$ cat config.mk
export PLATFORM = sky130hd
export DESIGN_NAME = multitouch_to_single_touch_top
export DESIGN_NICKNAME = d
export VERILOG_FILES = /design/src/rtl/core/mtst_pkg.sv /design/src/rtl/core/mtst_regs.sv /design/src/rtl/core/mtst_slot_tbl.sv /design/src/rtl/core/mtst_scaler.sv /design/src/rtl/core/multitouch_to_single_touch_top.sv
export VERILOG_INCLUDE_DIRS = /design/src /design/src/rtl/core
export SDC_FILE = /design/constraint.sdc
export NUM_CORES = 2
export LEC_CHECK = 0
export ABC_AREA = 0
export BUFFER_PORTS_ARGS = -buffer_cell sky130_fd_sc_hd__buf_2
export CAP_MARGIN = 20
export CORE_MARGIN = 10
export CORE_UTILIZATION = 40
export CTS_BUF_LIST = sky130_fd_sc_hd__clkbuf_4 sky130_fd_sc_hd__clkbuf_8
export DETAILED_ROUTE_END_ITERATION = 8
export HOLD_SLACK_MARGIN = 0.12
export MAX_ROUTING_LAYER = met4
export PLACE_DENSITY = 0.59
export SETUP_SLACK_MARGIN = 0.02
export SKIP_CTS_REPAIR_TIMING = 1
export SLEW_MARGIN = 20
export SYNTH_ARGS = -nofsm -noshare
export SYNTH_HDL_FRONTEND = slang
export SYNTH_SLANG_ARGS = --single-unit
$ cat constraint.sdc
create_clock -name clk -period 18.44 [get_ports clk]
set_input_delay 4.61 -clock clk [delete_from_list [all_inputs] [get_ports clk]]
set_output_delay 4.61 -clock clk [all_outputs]
set_load 0.05 [all_outputs]
$ cat src/rtl/core/multitouch_to_single_touch_top_assert.svh
// Assertion macros shared by the multitouch-to-single-touch RTL.
// Needs clk and rst_n in the scope of each use; empty bodies when SYNTH is set.
`ifndef MULTITOUCH_TO_SINGLE_TOUCH_TOP_ASSERT_SVH
`define MULTITOUCH_TO_SINGLE_TOUCH_TOP_ASSERT_SVH
`ifndef SYNTH
`define MTST_ASSERT(lbl, prop) \
  lbl: assert property (@(posedge clk) disable iff (!rst_n) prop) \
    else $error("mtst assertion failed");
`define MTST_ASSERT_IMPL(lbl, ante, cons) \
  lbl: assert property (@(posedge clk) disable iff (!rst_n) (ante) |-> (cons)) \
    else $error("mtst implication failed");
`else
`define MTST_ASSERT(lbl, prop)
`define MTST_ASSERT_IMPL(lbl, ante, cons)
`endif
`endif

$ cat src/rtl/core/mtst_pkg.sv
// Package for the multitouch-to-single-touch block: widths, event codes,
// register map, reset values and shared structs. No dependencies.
`default_nettype none
package mtst_pkg;

  localparam int TYPE_W = 5;
  localparam int CODE_W = 10;
  localparam int VAL_W  = 32;
  localparam int POS_W  = 32;
  localparam int KIND_W = 2;
  localparam int PAN_W  = 16;
  localparam int SCR_W  = 14;
  localparam int ROT_W  = 2;
  localparam int OPD_W  = POS_W + 2;
  localparam int PROD_W = PAN_W + SCR_W;
  localparam int DATA_W = 32;
  localparam int ADDR_W = 5;
  localparam int IDX_W  = ADDR_W - 2;

  localparam logic [TYPE_W-1:0] EVT_SYN = 5'd0;
  localparam logic [TYPE_W-1:0] EVT_KEY = 5'd1;
  localparam logic [TYPE_W-1:0] EVT_ABS = 5'd3;

  localparam logic [CODE_W-1:0] CODE_SYN_REPORT = 10'h000;
  localparam logic [CODE_W-1:0] CODE_SLOT       = 10'h02f;
  localparam logic [CODE_W-1:0] CODE_POS_X      = 10'h035;
  localparam logic [CODE_W-1:0] CODE_POS_Y      = 10'h036;
  localparam logic [CODE_W-1:0] CODE_TRACK      = 10'h039;
  localparam logic [CODE_W-1:0] CODE_BTN_TOUCH  = 10'h14a;

  localparam logic [KIND_W-1:0] KIND_DOWN = 2'd0;
  localparam logic [KIND_W-1:0] KIND_MOVE = 2'd1;
  localparam logic [KIND_W-1:0] KIND_UP   = 2'd2;

  localparam logic [ROT_W-1:0] ROT_NONE    = 2'd0;
  localparam logic [ROT_W-1:0] ROT_SWAP_MY = 2'd1;
  localparam logic [ROT_W-1:0] ROT_180     = 2'd2;
  localparam logic [ROT_W-1:0] ROT_SWAP_MX = 2'd3;

  localparam logic [IDX_W-1:0] REG_PMAX_X = 3'd0;
  localparam logic [IDX_W-1:0] REG_PMAX_Y = 3'd1;
  localparam logic [IDX_W-1:0] REG_SCR_W  = 3'd2;
  localparam logic [IDX_W-1:0] REG_SCR_H  = 3'd3;
  localparam logic [IDX_W-1:0] REG_ROT    = 3'd4;
  localparam logic [IDX_W-1:0] REG_XF_EN  = 3'd5;

  localparam logic [PAN_W-1:0] RST_PMAX_X = 16'd1448;
  localparam logic [PAN_W-1:0] RST_PMAX_Y = 16'd1072;
  localparam logic [SCR_W-1:0] RST_SCR_W  = 14'd1072;
  localparam logic [SCR_W-1:0] RST_SCR_H  = 14'd1448;
  localparam logic [ROT_W-1:0] RST_ROT    = ROT_SWAP_MY;

  typedef struct packed {
    logic [PAN_W-1:0] pmax_x;
    logic [PAN_W-1:0] pmax_y;
    logic [SCR_W-1:0] scr_w;
    logic [SCR_W-1:0] scr_h;
    logic [ROT_W-1:0] rot;
    logic             xf_en;
  } mtst_cfg_t;

  typedef struct packed {
    logic              emit;
    logic [KIND_W-1:0] kind;
  } mtst_evt_t;

endpackage
`default_nettype wire

$ cat src/rtl/core/mtst_regs.sv
// APB-style configuration register file for the touch converter.
// Depends on mtst_pkg.
`default_nettype none
module mtst_regs (
  input  logic                        clk,
  input  logic                        rst_n,
  input  logic                        psel,
  input  logic                        penable,
  input  logic                        pwrite,
  input  logic [mtst_pkg::ADDR_W-1:0] paddr,
  input  logic [mtst_pkg::DATA_W-1:0] pwdata,
  output logic [mtst_pkg::DATA_W-1:0] prdata,
  output logic                        pready,
  output mtst_pkg::mtst_cfg_t         cfg
);
  import mtst_pkg::*;

  mtst_cfg_t        cfg_r;
  logic [IDX_W-1:0] idx;
  logic             wr;

  assign idx    = paddr[ADDR_W-1:2];
  assign wr     = psel & penable & pwrite;
  assign pready = 1'b1;
  assign cfg    = cfg_r;

  always_ff @(posedge clk) begin
    if (!rst_n) begin
      cfg_r.pmax_x <= RST_PMAX_X;
      cfg_r.pmax_y <= RST_PMAX_Y;
      cfg_r.scr_w  <= RST_SCR_W;
      cfg_r.scr_h  <= RST_SCR_H;
      cfg_r.rot    <= RST_ROT;
      cfg_r.xf_en  <= 1'b0;
    end else if (wr) begin
      case (idx)
        REG_PMAX_X: cfg_r.pmax_x <= pwdata[PAN_W-1:0];
        REG_PMAX_Y: cfg_r.pmax_y <= pwdata[PAN_W-1:0];
        REG_SCR_W:  cfg_r.scr_w  <= pwdata[SCR_W-1:0];
        REG_SCR_H:  cfg_r.scr_h  <= pwdata[SCR_W-1:0];
        REG_ROT:    cfg_r.rot    <= pwdata[ROT_W-1:0];
        REG_XF_EN:  cfg_r.xf_en  <= pwdata[0];
        default: ;
      endcase
    end
  end

  always_comb begin
    case (idx)
      REG_PMAX_X: prdata = DATA_W'(cfg_r.pmax_x);
      REG_PMAX_Y: prdata = DATA_W'(cfg_r.pmax_y);
      REG_SCR_W:  prdata = DATA_W'(cfg_r.scr_w);
      REG_SCR_H:  prdata = DATA_W'(cfg_r.scr_h);
      REG_ROT:    prdata = DATA_W'(cfg_r.rot);
      REG_XF_EN:  prdata = DATA_W'(cfg_r.xf_en);
      default:    prdata = '0;
    endcase
  end

endmodule
`default_nettype wire

$ cat src/rtl/core/mtst_slot_tbl.sv
// Contact slot table and event decoder: slot flags, positions, current slot
// and touch state; flags which transaction reports. Depends on mtst_pkg.
`default_nettype none
`include "multitouch_to_single_touch_top_assert.svh"
module mtst_slot_tbl #(
  parameter int NUM_SLOTS = 10
) (
  input  logic                        clk,
  input  logic                        rst_n,
  input  logic                        acc,
  input  logic [mtst_pkg::TYPE_W-1:0] ev_type,
  input  logic [mtst_pkg::CODE_W-1:0] ev_code,
  input  logic [mtst_pkg::VAL_W-1:0]  ev_value,
  output mtst_pkg::mtst_evt_t         evt,
  output logic [mtst_pkg::POS_W-1:0]  emit_x,
  output logic [mtst_pkg::POS_W-1:0]  emit_y
);
  import mtst_pkg::*;

  localparam int SLOT_W = (NUM_SLOTS > 1) ? $clog2(NUM_SLOTS) : 1;

  logic [NUM_SLOTS-1:0] act_r, act_nxt;
  logic [NUM_SLOTS-1:0] idv_r, idv_nxt;
  logic [POS_W-1:0]     x_r [NUM_SLOTS];
  logic [POS_W-1:0]     y_r [NUM_SLOTS];
  logic [SLOT_W-1:0]    cur_r, cur_nxt;
  logic                 touch_r, touch_nxt;

  logic [SLOT_W-1:0] esel;
  logic [SLOT_W-1:0] a_idx, av_idx;
  logic              a_hit, av_hit;
  logic              slot_ok, rel, wr_x, wr_y;

  // lowest active slot, and lowest active slot with a valid id
  always_comb begin
    a_hit  = 1'b0;
    av_hit = 1'b0;
    a_idx  = '0;
    av_idx = '0;
    for (int i = NUM_SLOTS - 1; i >= 0; i--) begin
      if (act_r[i]) begin
        a_hit = 1'b1;
        a_idx = SLOT_W'(i);
      end
      if (act_r[i] && idv_r[i]) begin
        av_hit = 1'b1;
        av_idx = SLOT_W'(i);
      end
    end
  end

  assign slot_ok = !ev_value[VAL_W-1] && (ev_value < VAL_W'(NUM_SLOTS));
  assign rel     = (ev_value == '1);
  assign wr_x    = acc && (ev_type == EVT_ABS) && (ev_code == CODE_POS_X);
  assign wr_y    = acc && (ev_type == EVT_ABS) && (ev_code == CODE_POS_Y);

  always_comb begin
    act_nxt   = act_r;
    idv_nxt   = idv_r;
    cur_nxt   = cur_r;
    touch_nxt = touch_r;
    esel      = cur_r;
    evt       = '0;
    case (ev_type)
      EVT_ABS: begin
        case (ev_code)
          CODE_SLOT: begin
            if (slot_ok) cur_nxt = ev_value[SLOT_W-1:0];
          end
          CODE_TRACK: begin
            act_nxt[cur_r] = ~rel;
            idv_nxt[cur_r] = ~ev_value[VAL_W-1];
            // lift of an active slot, or a fresh contact while touching
            if (touch_r && (rel == act_r[cur_r])) begin
              touch_nxt = 1'b0;
              evt.emit  = 1'b1;
              evt.kind  = KIND_UP;
            end
          end
          default: ;
        endcase
      end
      EVT_KEY: begin
        if (ev_code == CODE_BTN_TOUCH && ev_value == '0) begin
          touch_nxt = 1'b0;
          esel      = a_idx;
          if (a_hit) begin
            act_nxt[a_idx] = 1'b0;
            idv_nxt[a_idx] = 1'b0;
            evt.emit       = touch_r;
            evt.kind       = KIND_UP;
          end
        end
      end
      EVT_SYN: begin
        if (ev_code == CODE_SYN_REPORT && av_hit) begin
          esel      = av_idx;
          touch_nxt = 1'b1;
          evt.emit  = 1'b1;
          evt.kind  = touch_r ? KIND_MOVE : KIND_DOWN;
        end
      end
      default: ;
    endcase
  end

  assign emit_x = x_r[esel];
  assign emit_y = y_r[esel];

  always_ff @(posedge clk) begin
    if (!rst_n) begin
      act_r   <= '0;
      idv_r   <= '0;
      cur_r   <= '0;
      touch_r <= 1'b0;
      for (int i = 0; i < NUM_SLOTS; i++) begin
        x_r[i] <= '0;
        y_r[i] <= '0;
      end
    end else begin
      if (acc) begin
        act_r   <= act_nxt;
        idv_r   <= idv_nxt;
        cur_r   <= cur_nxt;
        touch_r <= touch_nxt;
      end
      if (wr_x) x_r[cur_r] <= ev_value;
      if (wr_y) y_r[cur_r] <= ev_value;
    end
  end

  `MTST_ASSERT(a_touch_has_contact, touch_r |-> (act_r != '0))
  `MTST_ASSERT(a_idv_only_active, ((idv_r & ~act_r) == '0))
  `MTST_ASSERT(a_cur_in_range, ({1'b0, cur_r} < (SLOT_W + 1)'(NUM_SLOTS)))

endmodule
`default_nettype wire

$ cat src/rtl/core/mtst_scaler.sv
// Shared coordinate scaler: clamp checks, one registered multiply, then a
// 14-step restoring divide (one compare/subtract per cycle). Depends on mtst_pkg.
`default_nettype none
`include "multitouch_to_single_touch_top_assert.svh"
module mtst_scaler (
  input  logic                               clk,
  input  logic                               rst_n,
  input  logic                               start,
  input  logic signed [mtst_pkg::OPD_W-1:0]  opd,
  input  logic        [mtst_pkg::PAN_W-1:0]  rng,
  input  logic        [mtst_pkg::SCR_W-1:0]  sz,
  output logic                               done,
  output logic        [mtst_pkg::SCR_W-1:0]  q
);
  import mtst_pkg::*;

  localparam int CNT_W = $clog2(SCR_W);
  localparam logic SC_IDLE = 1'b0;
  localparam logic SC_DIV  = 1'b1;

  logic              st_r;
  logic [CNT_W-1:0]  cnt_r;
  logic [PROD_W-1:0] rem_r, dvs_r;
  logic [SCR_W-1:0]  q_r, sz_r;
  logic              done_r;
  logic              ge;
  logic [PROD_W-1:0] diff;

  assign ge   = (rem_r >= dvs_r);
  assign diff = rem_r - dvs_r;
  assign done = done_r;
  assign q    = q_r;

  always_ff @(posedge clk) begin
    if (!rst_n) begin
      st_r   <= SC_IDLE;
      cnt_r  <= '0;
      done_r <= 1'b0;
    end else begin
      done_r <= 1'b0;
      case (st_r)
        SC_IDLE: begin
          if (start) begin
            sz_r <= sz;
            if (opd[OPD_W-1] || opd == '0) begin
              q_r    <= '0;
              done_r <= 1'b1;
            end else if (opd >= $signed(OPD_W'(rng))) begin
              q_r    <= sz - SCR_W'(1);
              done_r <= 1'b1;
            end else begin
              // here 0 < opd < rng, so the quotient stays below sz
              rem_r <= PROD_W'(opd[PAN_W-1:0]) * PROD_W'(sz);
              dvs_r <= PROD_W'({rng, {(SCR_W - 1){1'b0}}});
              q_r   <= '0;
              cnt_r <= '0;
              st_r  <= SC_DIV;
            end
          end
        end
        SC_DIV: begin
          if (ge) rem_r <= diff;
          q_r   <= {q_r[SCR_W-2:0], ge};
          dvs_r <= dvs_r >> 1;
          cnt_r <= cnt_r + CNT_W'(1);
          if (cnt_r == CNT_W'(SCR_W - 1)) begin
            st_r   <= SC_IDLE;
            done_r <= 1'b1;
          end
        end
        default: st_r <= SC_IDLE;
      endcase
    end
  end

  `MTST_ASSERT_IMPL(a_q_clamped, done_r, (q_r < sz_r))
  `MTST_ASSERT_IMPL(a_start_idle, start, (st_r == SC_IDLE))
  `MTST_ASSERT_IMPL(a_no_done_in_div, (st_r == SC_DIV), !done_r)

endmodule
`default_nettype wire

$ cat src/rtl/core/multitouch_to_single_touch_top.sv
// A transaction with no report leaves the block idle; a report goes via S_PUSH to
// out_valid raw, or via S_XS, S_XW, S_YS, S_YW and S_PUSH with the transform on (two
// 14-step divides run back to back on the one shared scaler). in_stall holds off new
// input until the report is loaded, and longer while out_stall holds.
// Reset (rst_n, synchronous): slot table, touch state and registers to defaults.
// Top level; uses mtst_pkg, mtst_regs, mtst_slot_tbl, mtst_scaler.
`default_nettype none
`include "multitouch_to_single_touch_top_assert.svh"
module multitouch_to_single_touch_top #(
  parameter int NUM_SLOTS = 10
) (
  input  logic                               clk,
  input  logic                               rst_n,
  input  logic                               in_valid,
  output logic                               in_stall,
  input  logic        [mtst_pkg::TYPE_W-1:0] in_event_type,
  input  logic        [mtst_pkg::CODE_W-1:0] in_event_code,
  input  logic signed [mtst_pkg::VAL_W-1:0]  in_event_value,
  output logic                               out_valid,
  input  logic                               out_stall,
  output logic        [mtst_pkg::KIND_W-1:0] out_touch_kind,
  output logic signed [mtst_pkg::POS_W-1:0]  out_pos_x,
  output logic signed [mtst_pkg::POS_W-1:0]  out_pos_y,
  input  logic                               psel,
  input  logic                               penable,
  input  logic                               pwrite,
  input  logic        [mtst_pkg::ADDR_W-1:0] paddr,
  input  logic        [mtst_pkg::DATA_W-1:0] pwdata,
  output logic        [mtst_pkg::DATA_W-1:0] prdata,
  output logic                               pready
);
  import mtst_pkg::*;

  localparam logic [2:0] S_IDLE = 3'd0;
  localparam logic [2:0] S_XS   = 3'd1;
  localparam logic [2:0] S_XW   = 3'd2;
  localparam logic [2:0] S_YS   = 3'd3;
  localparam logic [2:0] S_YW   = 3'd4;
  localparam logic [2:0] S_PUSH = 3'd5;

  mtst_cfg_t  cfg;
  mtst_evt_t  evt;
  logic [POS_W-1:0] emit_x, emit_y;

  logic [2:0]        state_r, state_nxt;
  logic [KIND_W-1:0] kind_r;
  logic [POS_W-1:0]  rx_r, ry_r, ox_r, oy_r;
  logic              out_valid_r;
  logic [KIND_W-1:0] out_kind_r;
  logic [POS_W-1:0]  out_x_r, out_y_r;

  logic acc, xform_on, load;
  logic sc_start, sc_done;
  logic [SCR_W-1:0] sc_q;
  logic signed [OPD_W-1:0] sx, sy, mx_m_x, my_m_y, opd_x, opd_y, sc_opd;
  logic [PAN_W-1:0] rng_x, rng_y, sc_rng;
  logic [SCR_W-1:0] sc_sz;

  mtst_regs u_regs (
    .clk     (clk),
    .rst_n   (rst_n),
    .psel    (psel),
    .penable (penable),
    .pwrite  (pwrite),
    .paddr   (paddr),
    .pwdata  (pwdata),
    .prdata  (prdata),
    .pready  (pready),
    .cfg     (cfg)
  );

  mtst_slot_tbl #(.NUM_SLOTS(NUM_SLOTS)) u_slot_tbl (
    .clk      (clk),
    .rst_n    (rst_n),
    .acc      (acc),
    .ev_type  (in_event_type),
    .ev_code  (in_event_code),
    .ev_value (in_event_value),
    .evt      (evt),
    .emit_x   (emit_x),
    .emit_y   (emit_y)
  );

  assign in_stall = (state_r != S_IDLE);
  assign acc      = in_valid && !in_stall;
  assign xform_on = cfg.xf_en && (cfg.pmax_x != '0) && (cfg.pmax_y != '0)
                    && (cfg.scr_w != '0) && (cfg.scr_h != '0);

  // rotation operands
  assign sx     = {{(OPD_W - POS_W){rx_r[POS_W-1]}}, rx_r};
  assign sy     = {{(OPD_W - POS_W){ry_r[POS_W-1]}}, ry_r};
  assign mx_m_x = $signed(OPD_W'(cfg.pmax_x)) - sx;
  assign my_m_y = $signed(OPD_W'(cfg.pmax_y)) - sy;

  always_comb begin
    case (cfg.rot)
      ROT_NONE: begin
        opd_x = sx;     rng_x = cfg.pmax_x;
        opd_y = sy;     rng_y = cfg.pmax_y;
      end
      ROT_SWAP_MY: begin
        opd_x = my_m_y; rng_x = cfg.pmax_y;
        opd_y = sx;     rng_y = cfg.pmax_x;
      end
      ROT_180: begin
        opd_x = mx_m_x; rng_x = cfg.pmax_x;
        opd_y = my_m_y; rng_y = cfg.pmax_y;
      end
      default: begin
        opd_x = sy;     rng_x = cfg.pmax_y;
        opd_y = mx_m_x; rng_y = cfg.pmax_x;
      end
    endcase
  end

  assign sc_start = (state_r == S_XS) || (state_r == S_YS);
  assign sc_opd   = (state_r == S_YS) ? opd_y : opd_x;
  assign sc_rng   = (state_r == S_YS) ? rng_y : rng_x;
  assign sc_sz    = (state_r == S_YS) ? cfg.scr_h : cfg.scr_w;

  mtst_scaler u_scaler (
    .clk   (clk),
    .rst_n (rst_n),
    .start (sc_start),
    .opd   (sc_opd),
    .rng   (sc_rng),
    .sz    (sc_sz),
    .done  (sc_done),
    .q     (sc_q)
  );

  assign load = (state_r == S_PUSH) && (!out_valid_r || !out_stall);

  always_comb begin
    state_nxt = state_r;
    case (state_r)
      S_IDLE: if (acc && evt.emit) state_nxt = xform_on ? S_XS : S_PUSH;
      S_XS:   state_nxt = S_XW;
      S_XW:   if (sc_done) state_nxt = S_YS;
      S_YS:   state_nxt = S_YW;
      S_YW:   if (sc_done) state_nxt = S_PUSH;
      S_PUSH: if (load) state_nxt = S_IDLE;
      default: state_nxt = S_IDLE;
    endcase
  end

  always_ff @(posedge clk) begin
    if (!rst_n) begin
      state_r     <= S_IDLE;
      out_valid_r <= 1'b0;
    end else begin
      state_r <= state_nxt;
      if (load) out_valid_r <= 1'b1;
      else if (!out_stall) out_valid_r <= 1'b0;
    end
  end

  always_ff @(posedge clk) begin
    if (acc && evt.emit) begin
      kind_r <= evt.kind;
      rx_r   <= emit_x;
      ry_r   <= emit_y;
      ox_r   <= emit_x;
      oy_r   <= emit_y;
    end
    if (state_r == S_XW && sc_done) ox_r <= POS_W'(sc_q);
    if (state_r == S_YW && sc_done) oy_r <= POS_W'(sc_q);
    if (load) begin
      out_kind_r <= kind_r;
      out_x_r    <= ox_r;
      out_y_r    <= oy_r;
    end
  end

  assign out_valid      = out_valid_r;
  assign out_touch_kind = out_kind_r;
  assign out_pos_x      = out_x_r;
  assign out_pos_y      = out_y_r;

  `MTST_ASSERT(a_report_leaves_idle, (acc && evt.emit) |=> (state_r != S_IDLE))
  `MTST_ASSERT_IMPL(a_done_when_waiting, sc_done, (state_r == S_XW || state_r == S_YW))
  `MTST_ASSERT(a_push_fills_empty, (state_r == S_PUSH && !out_valid_r) |=> out_valid_r)

endmodule
`default_nettype wire
==> results by group <==
Cells and area
  • Most common cell after layout, fill and taps aside: nand2_1
  • Fin nets: 7516
  • Layout cells sized above 1: 11.6%
  • Area Growth Syn to Fin: 11.4%
  • Most frequent cells in the layout: nand2_1, edfxtp_1, nor2_1, nand3_1, inv_1

STA
  • Setup violations, final: 0
  • Final hold slack: slightly above 0.4 ns
  • Final hold violation count: 0
  • Fin. max-slew vios: 0
  • Final Cycle Share: between 60% and 70%
  • RSZ-0062 raised after global routing: false
  • Min Clock Period, post-route: 11.37 ns
  • Peak Freq: ~90 MHz
  • Setup TNS: 0 ns
  • Skew final: 0.0902 ns
  • Slew @ Worst Pin: 1.14 ns
  • Slew HR: 23.2%

Placement
  • GPL Wtd Cong: between 0.9 and 1
  • DP Wirelength: 143000 um
  • PortBufs: 156

Setup path
  • Cell mode on critical path: buf_2
  • Max incr delay on CP: 1.10 ns
  • Critical Path AT: 6.76 ns
  • Crit Path Max Fanout: 17
  • Worst R2R End: u_scaler.rem_r[28]
  • Reg-to-Reg Start: u_regs.cfg[1]
  • Worst path bufs/invs: 3
  • Internal reg-to-reg setup slack: 8.16 ns
  • Required time of the critical path: 13.83 ns
  • Worst setup EP type: output port
  • Worst setup startpoint: paddr[4]
  • WS Path Type: in2out
  • Cell chain of the critical path: buf_2 -> inv_1 -> o41ai_1 -> buf_2
  • Worst reg2reg path depth: 28
  • Slowest CP cell: o41ai_1
  • Family with the most delay on the worst path: compound AO/OA/AOI/OAI gates
  • Crit start category: input pin

Routing
  • First-pass detailed-route iteration total: 6
  • Final WL: 232000 um
  • Post-DRT Antenna Nets: 0
  • Total number of vias: 54371
  • # DRC: 0
  • Per-cell routed wire length: roughly 24 um
  • Vias per cell: 5.62
  • 1st-iter DRT viols: 5492

Synthesis
  • Most common flop cell mapped by yosys: edfxtp_1
  • Post-synthesis sequential area ratio: 55.9%
  • FF+latch count, synth: ~1400
  • Synth Area in Compound Gates: 8.41%
  • Synth Area in XOR/XNOR: 1.13%
  • Asr flop ratio synth: 0%
  • Synth top area cells: edfxtp_1, nand2_1, fa_1, nor2_1, dfxtp_1
  • Ys Warns: 0
  • Synth Area in Simple Gates: 20.1%
  • Yosys cell types: 101
  • Largest family of logic cells by synthesized area: simple AND/OR/NAND/NOR gates
  • EDFF count, synth: 1257
  • Post-synthesis adder-cell area fraction: 7.67%
  • Post-Syn Area: roughly 72000 um2
  • Area leader, netlist: edfxtp_1
  • Average size of a mapped cell: 10.3 um2
  • Post-Syn Instances: 7019
  • Area fraction of the dominant cell type after synthesis: 52.2%
  • Mux cell area share after synthesis: 2.32%

Worst hold path
  • Hold Startpoint: oy_r[10]
  • Hold Path Class: reg2reg
  • Hold Path Stages: 0
  • Hold EP: out_pos_y[10]

Global routing
  • Vias in the first global route: 52147
  • Total gr overflow: 0
  • Total track usage: 23.3%
  • Largest net degree at the start of global routing: 207
  • Initial antenna violation count: 34
  • First-pass GRT wire length: 340000 um

CTS
  • CTS tree: built
  • Clock sinks: 1391
  • Htree depth: 4
  • Cts bufs inserted: 231
  • Clock latency on the worst-skew pair: between 0.9 and 1 ns
  • Worst-case clock buffer depth: 3
  • Clk slew on worst S/H paths: about 0.06 ns
  • Root Buffer: clkbuf_8

Floorplanning
  • Initial core utilization: 40.4%
  • Chip width: 445 um
  • Floorplan core area: 179000 um2
  • Die footprint: 198000 um2
  • Ports: ~190
  • Die Y: 445 um
  • Row cnt: 155

Run status
  • Status: finished clean

Run
  • Max cap viols: 0

Power
  • Peak supply drop: approximately 0.067 mV
  • Pleak: 30.3 nW
  • Power density cells: just over 80 nW/um2
[kinds of logic after synthesis]
group                    Yosys count
AND/OR/NAND/NOR                 3393
buffers and inverters            786
other                              2
adder cells (fa/ha/maj)          342
flip-flops                      1391
AO/OA/AOI/OAI                    872
multiplexers                     140
XOR/XNOR                          93
[final cells by class]
| cell class | count | area (um2) |
|---|---|---|
| Clock buffer | 346 | 4210 |
| Timing Repair Buffer | 257 | 1650 |
| Clock inverter | 94 | 698 |
| Tap cell | 2355 | 2950 |
| Sequential cell | 1391 | 40400 |
| Inverter | 345 | 1290 |
| Fill cell | 16509 | 98500 |
| Antenna cell | 26 | 65.1 |
| Multi-Input combinational cell | 4857 | 29200 |
[registers in the layout, summed over array words and instances, names as in the netlist, 3 cells and up]
register          cells
rx_r                 32
out_pos_y            32
u_slot_tbl.x_r      512
u_scaler.q           14
oy_r                 32
u_slot_tbl.idv_r     10
u_regs.cfg           63
out_pos_x            32
u_scaler.rem_r       30
u_slot_tbl.act_r     10
u_scaler.cnt_r        4
u_slot_tbl.cur_r      4
ry_r                 32
ox_r                 32
state_r               3
u_scaler.dvs_r       29
u_slot_tbl.y_r      512
[power breakdown]
part / switching [mW] / internal, mW / total (mW)
logic: 0.237 / 0.117 / 0.354
clock network: 1.32 / 1.54 / 2.86
registers: 0.0124 / 3.46 / 3.47
[how the worst max path moves through the flow]
stage | endpoint | slack [ns] | depth (start not counted)
6_report | prdata[1] | 7.07 | 4
5_1_grt | prdata[1] | 7.11 | 4
4_1_cts | prdata[1] | 7.19 | 4
3_5_place_dp | prdata[1] | 7.21 | 4
3_3_place_gp | prdata[1] | 7.20 | 4
2_1_floorplan | prdata[1] | 6.90 | 3
[per-stage QoR]
stage / utilization (%) / cell area (um2) / power (mW) / std cells / worst slack (ns)
floorplan: - / 72300 / 3.77 / 7034 / 6.90
CTS: 45.0 / 80500 / 6.72 / 9645 / 7.19
finish: 45.0 / 80500 / 6.68 / 9671 / 7.07
global route: 45.0 / 80500 / 6.90 / 9664 / 7.11
global placement: 42.2 / 75500 / 3.88 / 9202 / 7.20
detailed placement: 42.2 / 75600 / 3.88 / 9205 / 7.21
[routing by layer]
| layer | vias up | routed length (um) | global-route usage, % |
|---|---|---|---|
| li1 | 24715 | - | - |
| met4 | 0 | 9690 | 9.90 |
| met3 | 472 | 17800 | 3.62 |
| met2 | 2337 | 113000 | 38.6 |
| met1 | 26847 | 91100 | 28.3 |
| met5 | - | 0 | - |
[worst register-to-register path, delay by kind of cell, from the launching register on]
family	cells	cell delay (ns)
AOI/OAI and AO/OA	10	3.75
adders and majority gates	7	2.78
buffers and inverters	6	2.09
DFF	1	0.31
and+or+nand+nor	5	1.08
[cells in the mapped netlist (all sizes together), types with 76 or more instances]
master / instances
clkbuf: 262
a21oi: 176
ha: 174
dfxtp: 134
a21o: 76
nand2: 1598
nor3: 77
edfxtp: 1257
nor2: 830
buf: 179
nand3: 526
fa: 168
o21ai: 161
inv: 337
and3: 120
No activity file was read; power rests on OpenSTA's default activity.
